File: src/rtl/core/bbt_pkg.sv
// shared types and constants for the byte budget eviction table
`default_nettype none
package bbt_pkg;
    localparam int ENTRIES     = 32;
    localparam int SLOT_W      = 5;
    localparam int CNT_W       = SLOT_W + 1;
    localparam int KEY_W       = 32;
    localparam int SIZE_W      = 32;
    localparam int CHARGE_W    = 33;
    localparam int STAMP_W     = 64;
    localparam int USAGE_W     = 40;
    localparam logic [USAGE_W-1:0] BUDGET_RESET = 40'd2147483648;
    localparam logic [CHARGE_W-1:0] STAMP_BYTES = 33'd8;

    localparam logic [1:0] OP_SET     = 2'd0;
    localparam logic [1:0] OP_QUERY   = 2'd1;
    localparam logic [1:0] OP_CLEAR   = 2'd2;
    localparam logic [1:0] OP_ENFORCE = 2'd3;

    typedef struct packed {
        logic load;
        logic scan_start;
        logic scan_step;
        logic do_set;
        logic do_clear;
        logic do_evict;
        logic emit;
        logic emit_evict;
        logic emit_last;
    } bbt_cmd_t;

    typedef struct packed {
        logic [1:0] op;
        logic       scan_done;
        logic       found;
        logic       free_found;
        logic       any_valid;
        logic       over_budget;
    } bbt_sts_t;
endpackage
`default_nettype wire

File: src/rtl/core/bbt_datapath.sv
// table storage, sequential key and oldest-stamp scan, charge accounting
`default_nettype none
module bbt_datapath import bbt_pkg::*; (
    input  wire logic                clk,
    input  wire logic                rst_n,
    input  wire bbt_cmd_t            cmd,
    output bbt_sts_t                 sts,
    input  wire logic [1:0]          op,
    input  wire logic [KEY_W-1:0]    key,
    input  wire logic [SIZE_W-1:0]   record_size,
    input  wire logic [USAGE_W-1:0]  budget,
    output logic                     res_valid,
    output logic                     res_hit,
    output logic [SLOT_W-1:0]        res_slot,
    output logic                     res_evicted,
    output logic [KEY_W-1:0]         res_evicted_key,
    output logic                     res_full_error,
    output logic [USAGE_W-1:0]       res_usage,
    output logic                     res_last
);
    logic [ENTRIES-1:0]   valid_reg;
    logic [KEY_W-1:0]     key_mem [ENTRIES];
    logic [CHARGE_W-1:0]  charge_mem [ENTRIES];
    logic [STAMP_W-1:0]   stamp_mem [ENTRIES];
    logic [STAMP_W-1:0]   counter_reg;
    logic [USAGE_W-1:0]   total_reg;
    logic [1:0]           op_reg;
    logic [KEY_W-1:0]     key_reg;
    logic [SIZE_W-1:0]    size_reg;
    logic [CNT_W-1:0]     idx_reg;
    logic                 found_reg;
    logic [SLOT_W-1:0]    found_slot_reg;
    logic                 free_reg;
    logic [SLOT_W-1:0]    free_slot_reg;
    logic                 best_reg;
    logic [SLOT_W-1:0]    best_slot_reg;
    logic [STAMP_W-1:0]   best_stamp_reg;
    logic [KEY_W-1:0]     best_key_reg;
    logic [CHARGE_W-1:0]  best_charge_reg;
    logic [CHARGE_W-1:0]  found_charge_reg;
    logic [SLOT_W-1:0]    idx;
    logic                 v;
    logic [SLOT_W-1:0]    set_slot;
    logic [CHARGE_W-1:0]  new_charge;
    logic [USAGE_W-1:0]   set_total;

    assign idx = idx_reg[SLOT_W-1:0];
    assign v   = valid_reg[idx];
    assign set_slot   = found_reg ? found_slot_reg : free_slot_reg;
    assign new_charge = {1'b0, size_reg} + STAMP_BYTES;
    assign set_total  = (found_reg ? total_reg - USAGE_W'(found_charge_reg) : total_reg)
                        + USAGE_W'(new_charge);

    always_comb
    begin
        sts.op          = op_reg;
        sts.scan_done   = idx_reg == CNT_W'(ENTRIES);
        sts.found       = found_reg;
        sts.free_found  = free_reg;
        sts.any_valid   = |valid_reg;
        sts.over_budget = total_reg > budget;
    end

    always_ff @(posedge clk)
    begin
        if (cmd.scan_step)
        begin
            if (v && (!best_reg || stamp_mem[idx] < best_stamp_reg))
            begin
                best_slot_reg   <= idx;
                best_stamp_reg  <= stamp_mem[idx];
                best_key_reg    <= key_mem[idx];
                best_charge_reg <= charge_mem[idx];
            end
            if (v && key_mem[idx] == key_reg && !found_reg)
            begin
                found_slot_reg   <= idx;
                found_charge_reg <= charge_mem[idx];
            end
            if (!v && !free_reg)
                free_slot_reg <= idx;
        end
        if (cmd.do_set)
        begin
            key_mem[set_slot]    <= key_reg;
            charge_mem[set_slot] <= new_charge;
            stamp_mem[set_slot]  <= counter_reg + STAMP_W'(1);
        end
        if (cmd.load)
        begin
            op_reg   <= op;
            key_reg  <= key;
            size_reg <= record_size;
        end
        res_hit         <= 1'b0;
        res_slot        <= '0;
        res_evicted     <= 1'b0;
        res_evicted_key <= '0;
        res_full_error  <= 1'b0;
        res_last        <= cmd.emit_last;
        if (cmd.emit_evict)
        begin
            res_evicted     <= 1'b1;
            res_slot        <= best_slot_reg;
            res_evicted_key <= best_key_reg;
        end
        else if (cmd.emit && op_reg == OP_QUERY && found_reg)
        begin
            res_hit  <= 1'b1;
            res_slot <= found_slot_reg;
        end
        else if (cmd.emit && op_reg == OP_SET)
        begin
            if (found_reg || free_reg)
            begin
                res_hit  <= found_reg;
                res_slot <= set_slot;
            end
            else
                res_full_error <= 1'b1;
        end
    end

    always_ff @(posedge clk or negedge rst_n)
    begin
        if (!rst_n)
        begin
            valid_reg   <= '0;
            counter_reg <= STAMP_W'(1);
            total_reg   <= '0;
            idx_reg     <= '0;
            found_reg   <= 1'b0;
            free_reg    <= 1'b0;
            best_reg    <= 1'b0;
            res_valid   <= 1'b0;
            res_usage   <= '0;
        end
        else
        begin
            res_valid <= cmd.emit;
            if (cmd.scan_start)
            begin
                idx_reg   <= '0;
                found_reg <= 1'b0;
                free_reg  <= 1'b0;
                best_reg  <= 1'b0;
            end
            else if (cmd.scan_step)
            begin
                idx_reg <= idx_reg + CNT_W'(1);
                if (v)
                    best_reg <= 1'b1;
                if (v && key_mem[idx] == key_reg)
                    found_reg <= 1'b1;
                if (!v)
                    free_reg <= 1'b1;
            end
            if (cmd.do_set)
            begin
                valid_reg[set_slot] <= 1'b1;
                counter_reg         <= counter_reg + STAMP_W'(1);
                total_reg           <= set_total;
                res_usage           <= set_total;
            end
            else if (cmd.do_clear)
            begin
                valid_reg <= '0;
                total_reg <= '0;
                res_usage <= '0;
            end
            else if (cmd.do_evict)
            begin
                valid_reg[best_slot_reg] <= 1'b0;
                total_reg <= total_reg - USAGE_W'(best_charge_reg);
                res_usage <= total_reg - USAGE_W'(best_charge_reg);
            end
            else if (cmd.emit)
                res_usage <= total_reg;
        end
    end
endmodule
`default_nettype wire

File: src/rtl/core/bbt_ctrl.sv
// controller state machine sequencing scans, updates and results
`default_nettype none
module bbt_ctrl import bbt_pkg::*; (
    input  wire logic     clk,
    input  wire logic     rst_n,
    input  wire logic     start,
    input  wire bbt_sts_t sts,
    output bbt_cmd_t      cmd,
    output logic          busy
);
    localparam logic [2:0] S_IDLE  = 3'd0;
    localparam logic [2:0] S_SCAN  = 3'd1;
    localparam logic [2:0] S_EXEC  = 3'd2;
    localparam logic [2:0] S_CHECK = 3'd3;
    localparam logic [2:0] S_ESCAN = 3'd4;
    localparam logic [2:0] S_EVICT = 3'd5;

    logic [2:0] state_reg, state_next;
    logic [CNT_W-1:0] nev_reg, nev_next;

    assign busy = state_reg != S_IDLE;

    always_comb
    begin
        state_next = state_reg;
        nev_next   = nev_reg;
        cmd        = '0;
        unique case (state_reg)
            S_IDLE:
                if (start)
                begin
                    cmd.load       = 1'b1;
                    cmd.scan_start = 1'b1;
                    nev_next       = '0;
                    state_next     = S_SCAN;
                end
            S_SCAN:
                if (sts.op == OP_CLEAR || sts.op == OP_ENFORCE)
                    state_next = S_EXEC;
                else if (sts.scan_done)
                    state_next = S_EXEC;
                else
                    cmd.scan_step = 1'b1;
            S_EXEC:
            begin
                if (sts.op == OP_ENFORCE)
                    state_next = S_CHECK;
                else
                begin
                    cmd.emit      = 1'b1;
                    cmd.emit_last = 1'b1;
                    cmd.do_clear  = sts.op == OP_CLEAR;
                    cmd.do_set    = sts.op == OP_SET && (sts.found || sts.free_found);
                    state_next    = S_IDLE;
                end
            end
            S_CHECK:
                if (sts.over_budget && sts.any_valid && nev_reg != CNT_W'(ENTRIES))
                begin
                    cmd.scan_start = 1'b1;
                    state_next     = S_ESCAN;
                end
                else
                begin
                    cmd.emit      = 1'b1;
                    cmd.emit_last = 1'b1;
                    state_next    = S_IDLE;
                end
            S_ESCAN:
                if (sts.scan_done)
                    state_next = S_EVICT;
                else
                    cmd.scan_step = 1'b1;
            S_EVICT:
            begin
                cmd.do_evict   = 1'b1;
                cmd.emit       = 1'b1;
                cmd.emit_evict = 1'b1;
                nev_next       = nev_reg + CNT_W'(1);
                state_next     = S_CHECK;
            end
            default:
                state_next = S_IDLE;
        endcase
    end

    always_ff @(posedge clk or negedge rst_n)
    begin
        if (!rst_n)
        begin
            state_reg <= S_IDLE;
            nev_reg   <= '0;
        end
        else
        begin
            state_reg <= state_next;
            nev_reg   <= nev_next;
        end
    end
endmodule
`default_nettype wire

File: src/rtl/core/byte_budget_oldest_write_evict_table_unit.sv
// top level of the byte budget oldest-write eviction table
//
// usage: pulse start with op, key and record_size while busy is low; the
// transaction is taken at that edge. results appear on the result ports,
// one per cycle at most, each marked by result_valid for one cycle; the
// final one of a transaction has last high. the receiver cannot stall.
// set and query scan all 32 slots, one per cycle. clear skips the scan and
// empties the table in the exec state. enforce repeats, for each eviction,
// a check, an oldest-stamp scan over the table memory and the update.
// one transaction is handled at a time. the user is to write byte_budget
// through cfg_valid/cfg_ready only while idle; the block does not enforce it;
// cfg_ready is always high. reset empties the table, sets the stamp
// counter to 1, usage to 0 and the budget to 2^31; no clearing pass.
`default_nettype none
module byte_budget_oldest_write_evict_table_unit import bbt_pkg::*; (
    input  wire logic                clk,
    input  wire logic                rst_n,
    input  wire logic                start,
    output logic                     busy,
    input  wire logic [1:0]          op,
    input  wire logic [KEY_W-1:0]    key,
    input  wire logic [SIZE_W-1:0]   record_size,
    input  wire logic                cfg_valid,
    output logic                     cfg_ready,
    input  wire logic [USAGE_W-1:0]  cfg_data,
    output logic                     result_valid,
    output logic                     hit,
    output logic [SLOT_W-1:0]        slot,
    output logic                     evicted,
    output logic [KEY_W-1:0]         evicted_key,
    output logic                     full_error,
    output logic [USAGE_W-1:0]       usage,
    output logic                     last
);
    bbt_cmd_t cmd;
    bbt_sts_t sts;
    logic [USAGE_W-1:0] budget_reg;

    assign cfg_ready = 1'b1;

    always_ff @(posedge clk or negedge rst_n)
    begin
        if (!rst_n)
            budget_reg <= BUDGET_RESET;
        else if (cfg_valid && cfg_ready)
            budget_reg <= cfg_data;
    end

    bbt_ctrl u_ctrl (
        .clk   (clk),
        .rst_n (rst_n),
        .start (start),
        .sts   (sts),
        .cmd   (cmd),
        .busy  (busy)
    );

    bbt_datapath u_dp (
        .clk             (clk),
        .rst_n           (rst_n),
        .cmd             (cmd),
        .sts             (sts),
        .op              (op),
        .key             (key),
        .record_size     (record_size),
        .budget          (budget_reg),
        .res_valid       (result_valid),
        .res_hit         (hit),
        .res_slot        (slot),
        .res_evicted     (evicted),
        .res_evicted_key (evicted_key),
        .res_full_error  (full_error),
        .res_usage       (usage),
        .res_last        (last)
    );

`ifndef SYNTHESIS
    a_no_start_while_busy_result: assert property (@(posedge clk) disable iff (!rst_n)
        (start && !busy) |=> !result_valid)
        else $error("result right after accept");
    a_last_ends_busy: assert property (@(posedge clk) disable iff (!rst_n)
        (result_valid && last) |-> !busy)
        else $error("busy after last result");
    a_evict_not_last: assert property (@(posedge clk) disable iff (!rst_n)
        (result_valid && evicted) |-> !last)
        else $error("eviction marked last");
`endif
endmodule
`default_nettype wire
File: config.mk
export PLATFORM = sky130hd
export DESIGN_NAME = byte_budget_oldest_write_evict_table_unit
export DESIGN_NICKNAME = d
export VERILOG_FILES = /design/src/rtl/core/bbt_pkg.sv /design/src/rtl/core/bbt_datapath.sv /design/src/rtl/core/bbt_ctrl.sv /design/src/rtl/core/byte_budget_oldest_write_evict_table_unit.sv
export SDC_FILE = /design/constraint.sdc
export NUM_CORES = 2
export LEC_CHECK = 0
export BUFFER_PORTS_ARGS = -buffer_cell sky130_fd_sc_hd__buf_4
export CORE_AREA = 2 2 546 548
export CTS_CLUSTER_SIZE = 25
export DETAILED_ROUTE_END_ITERATION = 10
export DIE_AREA = 0 0 548 550
export PLACE_DENSITY = 0.82
export SYNTH_ARGS = -nofsm -noshare
export SYNTH_HDL_FRONTEND = slang
export SYNTH_MEMORY_MAX_BITS = 65536
export SYNTH_SLANG_ARGS = --single-unit
File: constraint.sdc
create_clock -name clk -period 17.67 [get_ports clk]
set_input_delay 0.8835 -clock clk [delete_from_list [all_inputs] [get_ports clk]]
set_output_delay 0.8835 -clock clk [all_outputs]
set_load 0.05 [all_outputs]
# --- Yosys cells after proc, flatten, opt, wreduce, memory -nomap -nowiden ---
# Memory sizes are Yosys's and may differ from the RTL's.
# Index checks and enable logic that the tools add are counted.
word_totals:
  n_memories: 3
  word_cells: 165
  output_inout_bits: 84
  in_bits: 110
  register_bits: 519
  ram_bits: 4128
op_classes:
  n_bitwise: 4
  n_reduce_logical: 38
  order_cmp: 7
  muxes: 63
  addsub: 7
  n_eq_ne: 15
memory_table:
  columns: ["memory", "words", "width", "read_ports", "rd_ports_with_merged_regs", "write_ports", "line_no", "text"]
  rows:
  - ["u_dp.stamp_mem", 32, 64, 1, 0, 1, "bbt_datapath.sv:24", "logic [STAMP_W-1:0] stamp_mem [ENTRIES];"]
  - ["u_dp.charge_mem", 32, 33, 1, 0, 1, "bbt_datapath.sv:23", "logic [CHARGE_W-1:0] charge_mem [ENTRIES];"]
  - ["u_dp.key_mem", 32, 32, 1, 0, 1, "bbt_datapath.sv:22", "logic [KEY_W-1:0] key_mem [ENTRIES];"]
op_table:
  columns: ["cell", "count"]
  rows:
  - ["$mux 40", 8]
  - ["$mux 32", 3]
  - ["$sub 40x33->40", 2]
  - ["$add 64x1->64 const B", 1]
  - ["$lt 64x64->1", 1]
  - ["$add 40x33->40", 1]
  - ["$gt 40x40->1", 1]
  - ["$add 32x4->33 const B", 1]
  - ["$and 32x32->32", 1]
  - ["$eq 32x32->1", 1]
  - ["$not 32->32", 1]
  - ["$or 32x32->32", 1]
  - ["$reduce_or 32->1", 1]
  - ["$mux 1", 26]
  - ["$mux 5", 5]
  - ["$lt 5x6->1 const B", 3]
  - ["$mux 6", 3]
  - ["$pmux 3 s6", 1]
  - ["$mux 3", 5]
  - ["$reduce_and 2->1", 7]
  - ["$add 6x1->6 const B", 2]
  - ["$logic_and 1x1->1", 12]
  - ["$pmux 6 s2", 1]
  - ["$demux 1 s5", 2]
  - ["24 further kinds", 44]

# --- Depth between registers and ports, before layout ---
depth:
  depth_word: 9
  depth_mapped: 26
  ltp_nobuf: 25

# --- By module ---
# From an unflattened synthesis, not the netlist that was laid out.
unflattened:
  hier_cells: 8962
  hier_area_um2: 185626.8
by_module_without_submodules:
  columns: ["module", "seq_area_each_um2", "n_inst", "cells_per_inst", "area_per_inst_um2"]
  rows:
  - ["bbt_datapath", 136732.4, 1, 8805, 183528.5]
  - ["byte_budget_oldest_write_evict_table_unit", 1002.2, 1, 86, 1508.9]
  - ["bbt_ctrl", 225.2, 1, 71, 589.3]

# --- Least setup slack after synthesis ---
# Ideal clock, no wire load.
synth_path:
  kind: "flip-flop to flip-flop"
  startpoint: "reg u_dp.idx_reg[0]"
  endpoint: "reg u_dp.best_charge_reg[0] (read register of u_dp.charge_mem), enable pin"
  setup_slack_ns: 1.839
  stages_incl_launch_ff: 25
  t_arrival_ns: 14.989
  synth_period_minus_slack_ns: 15.831
  required_time_ns: 16.829
  n_path_buf: 8
  setup_ns: 0.841
  path_cell_list: "dfrtp_1 buf_6 buf_4 buf_2 buf_4 buf_4 buf_2 buf_2 buf_2 mux4_2 mux4_2 nand2_1 nand2_1 ha_1 a21o_1 a21o_1 a21o_1 a21oi_1 nor2b_1 o21ai_0 nand2b_1 a21oi_1 nor2_1 or4_1 a221oi_1"
synth_via:
  elab_chain_cells: 5
  elab_cells_between_ends: 11
  classes_between: "1 x order compare; 1 x eq/ne; 5 x mux; 3 x reduce/logical; 1 x memory"
synth_lines:
  columns: ["element", "line_no", "text"]
  rows:
  - ["start, declared", "bbt_datapath.sv:30", "logic [CNT_W-1:0] idx_reg;"]
  - ["start signal, assigned", "bbt_datapath.sv:150", "idx_reg <= idx_reg + CNT_W'(1);"]
  - ["$mem_v2 32x64 / $eq 6x6->1 (equally long branches)", null, null]
  - ["$lt 64x64->1 / $mux 1 (equally long branches)", "bbt_datapath.sv:68, bbt_ctrl.sv:40, bbt_ctrl.sv:70", null]
  - ["$logic_or 1x1->1 / $mux 1 (equally long branches)", "bbt_datapath.sv:68, bbt_ctrl.sv:38", null]
  - ["$logic_and 1x1->1 / $pmux 1 s2 (equally long branches)", "bbt_datapath.sv:68, bbt_ctrl.sv:28", null]
  - ["$reduce_and 2->1 (no line) *", null, null]
  - ["end, declared", "bbt_datapath.sv:39", "logic [CHARGE_W-1:0] best_charge_reg;"]
# Mark *: on every way between the ends. The rest lies on a longest branch, timed or not. The select of a mux whose other input is x is not followed.
# A chain may end at the register's enable or synchronous reset.

# --- Final worst setup path ---
layout_path:
  startpoint: "reg u_dp.idx_reg[0]"
  endpoint: "reg u_dp.best_charge_reg[8] (read register of u_dp.charge_mem), enable pin"
# The elaborated chain is that of the path after synthesis.

==> results.md <==
* Hold slack at 0.0394 ns
* DR vias at 103,650
* Routed Wire Length at 548 mm
* YS warnings at 0
* Hold WC Path Type: input port to register
* Buffers on Ports at 192
* Final hold violation count at 0
* Ys flop type: edfxtp_1
* Gr ovfl total at 0
* Post-synth net total at 9,375
* Period Utilization, post-route at 51.3%
* CTS max path bufs at 4
* Worst path cell trace: buf_4, buf_4, buf_4, mux4_2, mux4_2, nand2_1, nand2_1, ha_1, nor2b_1, o21ai_0, nand2b_1, a21oi_1, nand4_1, a221oi_4, buf_12
* Chip width at 548 um
* Post-DR vias/cell at 7.50
* CTS tree: done
* Inst Count DP at 12,996
* Yosys reg bits at 4,647
* Crit start category: register
* Crit-path max cell delay at 1.08 ns
* Cell area after synthesis at 185,000 um2
* Starting density of the core at 62.7%
* Status: finished clean
* Endpoints failing setup at 0
* Synth area leaders: edfxtp_1 71%, mux4_2 15%, dfrtp_1 3.1%, ha_1 1.4%, nand2_1 1.1%
* CP Capture Type: register
* Clock Latency Late Sink at 1.02 ns
* Number of flip-flops in the largest register at 2,048
* RSZ-0062 raised after global routing: false
* Worst slew margin relative to its limit at 4.39%
* Post-synthesis cell type count at 87
* H-tree levels at 5
* Post-route ant nets at 0
* Core area at 296,000 um2
* Worst path slowest cell: dfrtp_4
* Mapped Cells at 9,054
* 1st-iter DRT viols at 19,419
* DRC errors left at 0
* Vias in the first global route at 104,363
* GRT Overall Usage at 36.1%
* Fraction of layout cells with a size suffix above 1 at 25.6%
* Register area share after synthesis at 74.5%
* Critical Path AT at 9.66 ns
* Largest net degree at the start of global routing at 132
* Number of flops mapped to enable cells by yosys at 4,371
* CTS clock-pin slew for the worst setup and hold paths at 0.06 ns
* CTS buffer count at 437
* First-pass DRT Iterations at 9
* Asr flop ratio synth at 5.06%
* Max cap viols at 0
* Synth area leader: edfxtp_1
* Slew of the pin with the lowest slew margin at 1.42 ns
* Cell Count, Final, Fillers Out at 13,822
* Critical path class: register to register
* Ports at 194
* Fin Clk Skew at 0.0874 ns
* Kind of cell adding the most delay to the critical path: buffers and inverters
* Yosys top cell area share at 70.8%
* P_leak at 0.0657 uW
* DR WL/cell at 39.6 um
* Clk sink count at 4,647
* Area Overhead vs Synth at 12.0%
* CTS root buffer: clkbuf_16
* FF-to-FF setup slack at 8.61 ns
* Maximum VDD drop at 0.125 mV
* CP most frequent cell: buf_4
* Row count at 200
* Top achievable clock speed at 0.110 GHz
* DP HPWL at 248 mm
* Die area at 301,000 um2
* Power Dens Cells at 128 nW/um2
* Crit path max fanout at 131
* First-pass GRT wire length at 767 mm
* Req. time, crit path at 18.27 ns
* Largest Register: u_dp.stamp_mem
* Final min period at 9.06 ns
* Mapped Avg Cell Area at 20.5 um2
* Slew Limit Fails at 0
* Buf/Inv on CP at 4
* Initial antenna violation count at 16
* Final RePlAce weighted congestion at 0.926
* Final #Nets at 9,824
* Top Registers: u_dp.stamp_mem: 2048 flops, u_dp.charge_mem: 1056 flops, u_dp.key_mem: 1024 flops
* Die Ht at 550 um
* Fin Setup TNS at 0 ns
-- worst register-to-register path, stage by stage, from the launching register on --
cell	delay (ns)
dfrtp_4	1.08
buf_4	0.83
buf_4	0.90
buf_4	0.90
mux4_2	0.64
mux4_2	0.48
nand2_1	0.08
nand2_1	0.20
ha_1	0.40
nor2b_1	0.15
o21ai_0	0.17
nand2b_1	0.09
a21oi_1	0.60
nand4_1	0.48
a221oi_4	0.54
buf_12	0.68
-- cells by family (layout without fill, tap and decap cells) --
group           Yosys count  after routing  share of synthesized area [%]
buf+inv                 639           1462                           1.42
fa+ha+maj               211            211                           1.44
other cells               1              7                        0.00202
compound gates          715            715                           2.51
mux                    1421           1421                           16.0
flops                  4647           4647                           74.5
xor+xnor                281            281                           1.33
simple gates           1139           1139                           2.83
-- per-stage QoR --
step	instance area, um2	worst slack, ns	utilization, %	power (uW)
2_1_floorplan	185000	1.84	-	16000
3_3_place_gp	193000	9.04	65.2	17000
3_5_place_dp	193000	8.97	65.2	17100
4_1_cts	207000	8.79	70.1	26600
5_1_grt	207000	8.34	70.2	27200
6_report	207000	8.61	70.2	26600
-- area by class of cell --
type	instances	area, um2
Inverter	220	836
Clock inverter	256	2640
Multi-Input combinational cell	3768	45700
Tap cell	3939	4930
Antenna cell	6	15.0
Timing Repair Buffer	429	3620
Fill cell	15760	88100
Clock buffer	557	11700
Sequential cell	4647	138000
-- routing by layer --
metal / vias up / routed length (um) / global-route usage [%]
met5: - / 196 / 0.219
met4: 16 / 38200 / 19.8
met3: 2565 / 73600 / 8.39
met2: 10650 / 264000 / 58.1
met1: 52463 / 172000 / 46.4
li1: 37956 / - / -
-- worst paths after layout --
path | start | end | cells after the start
max | u_dp.idx_reg[0]$_DFFE_PN0P_ | u_dp.best_charge_reg[8]$_DFFE_PP_ | 15
min | key[31] | u_dp.key_reg[31]$_DFFE_PP_ | 1
max reg2reg | u_dp.idx_reg[0]$_DFFE_PN0P_ | u_dp.best_charge_reg[8]$_DFFE_PP_ | 15
min reg2reg | u_ctrl.nev_reg[5]$_DFFE_PN0P_ | u_ctrl.nev_reg[5]$_DFFE_PN0P_ | 1
max in group asynchronous | rst_n | u_dp.counter_reg[8]$_DFFE_PN0P_ | 3
min in group asynchronous | rst_n | u_dp.res_usage[39]$_DFFE_PN0P_ | 2
-- cells in the final DEF (no fill, tap or decap), types with 26 or more instances in the layout --
master and instances:
a211oi_1 26, a21o_1 75, a21oi_1 178, a22oi_1 26, and2_1 27, and3_1 60
buf_12 28, buf_4 393, bufinv_16 36, clkbuf_1 90, clkbuf_16 441, clkbuf_8 26
clkinv_1 84, clkinv_2 73, dfrtp_1 227, dfxtp_1 41, edfxtp_1 4371, ha_1 208
inv_1 216, mux2_2 87, mux2i_1 107, mux4_2 1227, nand2_1 538, nand2b_1 27
nand3_1 70, nand4_1 66, nor2_1 162, nor2_4 34, nor2b_1 37, nor3_1 32
o21ai_0 180, o22a_1 34, xnor2_1 103, xnor2_2 38, xor2_1 107
-- cell usage after synthesis (all sizes together), types with 9 or more instances --
library cell,count
nand3,70
xnor2,153
nor2,199
edfxtp,4371
o31ai,9
and3,60
a22oi,26
nor4,22
nand4,66
o21a,12
mux4,1227
and4,10
a31oi,14
xor2,128
dfrtp,233
o22a,34
a21oi,178
a21o,75
or2,12
o21ai,182
nor2b,37
and2,27
o211ai,20
ha,208
a211oi,28
mux2i,107
nand2,538
o221ai,25
nor3,34
nand2b,27
buf,162
mux2,87
clkbuf,257
or3,10
o22ai,19
dfxtp,41
o31a,14
inv,218
-- where the power goes --
group	internal, uW	total, uW	switching (uW)
sequential	12400	12700	286
combinational	1840	4360	2520
clock	5260	9600	4340
total	19500	26600	7150
-- what timing repair did --
item                      in CTS  in global routing
hold buffers                   1                  0
hold endpoints to repair      55                  0
gates resized for setup        0                  0
buffers inserted               0                  0
(Power assumes the default switching activity.)
